<file path="src/prp_ram.sv">
module prp_ram #(
	parameter int WIDTH = 32,
	parameter int DEPTH = 64
) (
	input  logic                     clk,
	input  logic                     we,
	input  logic [$clog2(DEPTH)-1:0] waddr,
	input  logic [WIDTH-1:0]         wdata,
	input  logic [$clog2(DEPTH)-1:0] raddr,
	output logic [WIDTH-1:0]         rdata
);

	logic [WIDTH-1:0] mem_q [DEPTH];

	always_ff @(posedge clk) begin
		if (we) begin
			mem_q[waddr] <= wdata;
		end
		rdata <= mem_q[raddr];
	end

endmodule

</file>
<file path="config.mk">
export PLATFORM = sky130hd
export DESIGN_NAME = prp_ram
export DESIGN_NICKNAME = d
export VERILOG_FILES = /design/src/prp_ram.sv
export SDC_FILE = /design/constraint.sdc
export NUM_CORES = 2
export LEC_CHECK = 0
export ABC_AREA = 0
export BUFFER_PORTS_ARGS = -buffer_cell sky130_fd_sc_hd__buf_2
export CELL_PAD_IN_SITES_DETAIL_PLACEMENT = 2
export CELL_PAD_IN_SITES_GLOBAL_PLACEMENT = 2
export CORE_ASPECT_RATIO = 0.8
export CORE_MARGIN = 1
export CORE_UTILIZATION = 50
export DETAILED_ROUTE_END_ITERATION = 16
export PLACE_DENSITY = 0.74
export SYNTH_ARGS = -nofsm -noshare
export SYNTH_HDL_FRONTEND = slang
export SYNTH_SLANG_ARGS = --single-unit
</file>
<file path="constraint.sdc">
create_clock -name clk -period 4.72 [get_ports clk]
set_input_delay 0.236 -clock clk [delete_from_list [all_inputs] [get_ports clk]]
set_output_delay 0.236 -clock clk [all_outputs]
set_load 0.03 [all_outputs]
</file>
### Yosys cells after proc, flatten, opt, wreduce, memory -nomap -nowiden

Memory sizes are Yosys's and may differ from the RTL's. A register that Yosys moved wholly into a read port is not among the register bits.
Cells that the tools add are included.

| cells by class | value |
|---|---|
| muxes and demuxes | 2 |

Operators by type and width:

| operator | number |
|---|---|
| 1-bit 2-to-1 mux | 2 |

| storage, ports and cells | value |
|---|---|
| input port bits | 46 |
| RAM bits | 2,048 |
| flip-flop bits (word level) | 0 |
| word-level logic and storage cells | 3 |
| memories kept | 1 |
| output and inout bits | 32 |

Memories:

| name | words | bits a word | read ports | clocked after memory_dff | wr ports | line | RTL |
|---|---|---|---|---|---|---|---|
| mem_q | 64 | 32 | 1 | 1 | 1 | 13 | `logic [WIDTH-1:0] mem_q [DEPTH];` |

### Depth between registers and ports, before layout

| logic depth | value |
|---|---|
| word-level depth | 2 |
| mapped depth | 10 |
| mapped depth without buffers | 5 |

### Least setup slack after synthesis

OpenSTA, ideal clock, no wires.

| timing | value |
|---|---|
| path kind | input-to-reg |
| start | input port waddr[3] |
| end | memory mem_q[48][0], enable pin |
| required time | 4,259 ps |
| path slack | 1,324 ps |
| data arrival time | 2,935 ps |
| cell stages on the path | 4 |
| cell sequence | clkbuf_1 > nor2b_1 > nand4b_1 > nor3_1 |

RTL lines:

| element | line | RTL |
|---|---|---|
| start: declaration | 7 | `input logic [$clog2(DEPTH)-1:0] waddr,` |
| end: declaration | 13 |  |

No word-level cell before the write port.

### Worst setup path after layout

| timing | value |
|---|---|
| start | input port waddr[2] |
| end | memory mem_q[37][30], enable pin |

No word-level cell before the write port.

==> run summary <==
The final layout contains 3598 nets. The routed length on met1 came out at 105900 um. Once placement finished, the instance area stood at 82400 um2. The clock transition at the register clock pins on the worst setup and hold paths after CTS came out at 70 ps. After clock tree synthesis, the repair step resized 0 gates.

The setup path with the least slack is of type input pin to register. In this run the deepest clock path goes through 3 buffers. The vertical die dimension came out at 356.4 um. At the pin with the least slew margin, the transition time is 1563 ps. In this run the top signal layer used is met5. Summed over all nets, wire length on met2 after detailed routing comes to 142600 um. TritonCTS built the clock tree.

Using the TritonRoute via totals, the vias-per-cell ratio works out to 7.019. The period utilization is 57.90%. The first-pass GRT wire length is 382400 um. The endpoint type of the worst setup path is a register. IR analysis of the VDD net gives a maximum drop of 0.0004997 V.

The total DRC errors in the routed layout is 0. The floorplan row count came out at 129. For this run, the share of the core covered by cells in the final layout is 57.33%. The final reports fail on negative hold slack, max-capacitance violations, max-slew violations. The post-synthesis cell area came out at 78520 um2.

Power spread over the standard cell area amounts to 446.0 nW/um2. The final critical-path required period came out at 2733 ps. Measured against its own limit, the worst slew margin works out to -4.224%. The number of instances in the synthesized netlist came out at 3324. The number of synthesized register bits is 2080. Net switching is 23.44% of the power.

The H-tree level count came out at 4. The sequential-to-total area share from yosys stat is 79.14%. The initial cell density of the core is 50.57%.

During placement, the flow inserted port buffers numbering 77. The global placement routability congestion is 0.8086. The required time of the critical path came out at 5250 ps.

The via count of the first global-routing pass came to 42880. The DRC violation total after the first TritonRoute iteration came out at 6116. The detailed route wirelength on metal3 is 26070 um.

Setup repair after global routing left no endpoint under its margin. The number of failing setup endpoints in the final timing report came out at 0. In this run the worst hold path is classified as input pin to register. The clock sink total came out at 2080. The largest individual stage delay along the critical path comes from the cell sky130_fd_sc_hd__nor2_4.

The synthesized-area fraction occupied by and/or/nand/nor cells is 1.265%. Dividing the synthesized area by the synthesized cell count gives 23.62 um2. The highest attainable clock frequency came out at 365.9 MHz. The sequential group share of total power came out at 51.8%. The total negative slack for setup checks came out at 0 ps. Summed over all nets, the switching power comes to 9.307 mW. The synthesized netlist devotes 1.673% of its cell area to compound gates. The number of top-level pins is 78.

Once detailed placement completed, the half-perimeter wirelength came to 154800 um. The die covers 158600 um2. The async set-or-reset flop fraction in the synthesized netlist is 0%.

Measured against the total synthesized area, the mux share comes to 16.79%. The max-slew violation count is 195. Once detail routing completed, the nets flagged for antenna violations numbered 0.

The xor and xnor fraction of the mapped netlist area came out at 0%. The most frequently used flop master after synthesis is sky130_fd_sc_hd__edfxtp_1. After filler insertion, the fill cell instance count of the layout stands at 12490. The sum of overflow across all layers after global routing is 0. The post-synthesis adder-cell area fraction is 0%.

The power share of the combinational group came out at 5.3%. Relative to the synthesized area, the layout overhead comes to 13.38%. The leakage dissipation is 27.64 nW. CTS placed an instance of sky130_fd_sc_hd__clkbuf_16 at the clock tree root. The signal on the critical path passes through buf_2 -> nor2b_1 -> nand3_1 -> nor2_4 -> buf_4. STA classifies the critical path startpoint as an input pin.

The per-cell routed wire length came out at 49.06 um. The area of the core is 155300 um2. The largest clock skew in the final design is 34.89 ps. The overall track demand over capacity in global routing came out at 36.12%. The total routed wirelength is 286300 um. The data arrival at the endpoint of the critical path is 3260 ps. After synthesis, the largest family of logic cells by area is multiplexers.

The total power consumption of the routed design is 39.70 mW. The post-route cell area is 89020 um2. The clock latency at the later pin of the worst-skew pair came out at 890 ps.

The number of clock buffers inserted by TritonCTS is 200. The tightest hold path in the finished design has a slack of -70.72 ps. Entering global routing, the biggest net connects 86 pins.

From left edge to right edge, the die measures 445.0 um. Yosys printed 0 warnings. The count of cell types in the netlist came out at 34.

The routed layout has 40950 vias. The final count of hold timing violations is 38. The flow ran to the end, but the final reports show violations. The critical path's largest stage delay came out at 1080 ps. The number of antenna violations at the first check in global routing came out at 22.

The number of nets in the synthesized netlist is 3370. Of all nets on the critical path, the largest fanout is 18. The cell-internal power is 30.40 mW. The count of flip-flops with a built-in enable after synthesis is 2048. The clock share of power is 42.9%. The count of maximum capacitance violations is 3. Cells with a size suffix above 1 make up 29.49% of the layout. The number of iterations in the first detailed-routing pass is 5.
==> power groups by stage <==
stage          clock, mW  combinational [mW]  sequential, mW
3_3_place_gp           0                1.88            20.9
3_5_place_dp           0                2.04            21.0
6_report            17.0                2.11            20.6
5_1_grt             17.6                2.16            20.6
4_1_cts             17.1                2.09            20.6
2_1_floorplan          0               0.994            21.0
==> metal layers <==
layer,global-route usage [%],vias to the layer above
met3,6.088,546
met2,59.79,3000
met5,0,-
met4,13.42,10
met1,48.76,22640
li1,-,14760
==> cell usage after synthesis (7+ instances only) <==
library cell,instances,area share [%]
sky130_fd_sc_hd__a21oi_1,62,0.40
sky130_fd_sc_hd__nand2b_1,8,0.064
sky130_fd_sc_hd__nor2b_1,15,0.12
sky130_fd_sc_hd__o221ai_1,27,0.30
sky130_fd_sc_hd__buf_1,21,0.10
sky130_fd_sc_hd__dfxtp_1,32,0.82
sky130_fd_sc_hd__nand2_1,26,0.12
sky130_fd_sc_hd__buf_4,25,0.24
sky130_fd_sc_hd__mux4_2,544,16
sky130_fd_sc_hd__a311oi_1,8,0.089
sky130_fd_sc_hd__clkbuf_1,74,0.35
sky130_fd_sc_hd__nor2_1,137,0.65
sky130_fd_sc_hd__nor3_1,7,0.045
sky130_fd_sc_hd__a22oi_1,12,0.11
sky130_fd_sc_hd__mux2i_1,93,1.2
sky130_fd_sc_hd__o22ai_1,84,0.67
sky130_fd_sc_hd__buf_2,57,0.36
sky130_fd_sc_hd__edfxtp_1,2048,78
==> sequential cells by signal (all words and copies together), names as in the netlist <==
register / cells
rdata: 32
mem_q: 2048
==> worst paths after layout <==
kind	slack [ps]	cells after the start	endpoint	start
worst max-delay path	1990	5	mem_q[37][30]$_DFFE_PP_	waddr[2]
worst min-delay path	-70	1	mem_q[32][13]$_DFFE_PP_	wdata[13]
worst max register to register	2180	5	rdata[9]$_DFF_P_	mem_q[47][9]$_DFFE_PP_
worst min register to register	850	4	rdata[4]$_DFF_P_	mem_q[12][4]$_DFFE_PP_
==> cells by family after synthesis <==
| logic type | count (synthesis) |
|---|---|
| compound gates | 202 |
| buf+inv | 182 |
| flops | 2080 |
| mux | 637 |
| simple gates | 223 |
==> timing repair <==
action / in CTS / in global routing
buffers inserted: 0 / 0
hold buffers: 1 / 1
endpoints found under the hold margin: 2 / 8
==> final cells by class <==
type | count | area, um2 | area share, %
repair buffers | 208 | 1737 | 1.951
clock buffers | 269 | 5451 | 6.124
clock inverters | 108 | 1071 | 1.203
diodes | 12 | 30.03 | 0.03373
well taps | 2096 | 2623 | 2.946
multi-input cells | 1062 | 15970 | 17.94
flip-flops and latches | 2080 | 62140 | 69.80
==> per-stage QoR <==
step	hold WS [ps]	setup slack [ps]	std cells
floorplan	334.9	1324	3324
global placement	676.9	1155	5443
detailed placement	677.9	1053	5443
finish	-70.72	1987	5835
global route	-25.45	1915	5832
CTS	85.16	1976	5821
==> layout by cell type, fill, tap and decap left out, drive strengths merged, types with 3 or more instances in the layout <==
master    count
o22ai        84
clkbuf      269
nand3         5
diode        12
nand3b        5
inv           8
buf         206
mux4        544
or3           3
o32ai         4
or3b          5
nor2        137
nand2        26
a22oi        12
dfxtp        32
bufinv       21
edfxtp     2048
nand2b        8
o221ai       27
mux2i        93
a21oi        62
clkinv       74
nor2b        15
a311oi        8
a41o          4
nor3          7
and3          4
clkinvlp      5
or2           3
==> critical path: cells and delay by family <==
kind                   cells  cell delay [ps]
buffers and inverters      2              790
AND/OR/NAND/NOR            3             2200
No activity file was read; power rests on OpenSTA's default activity.
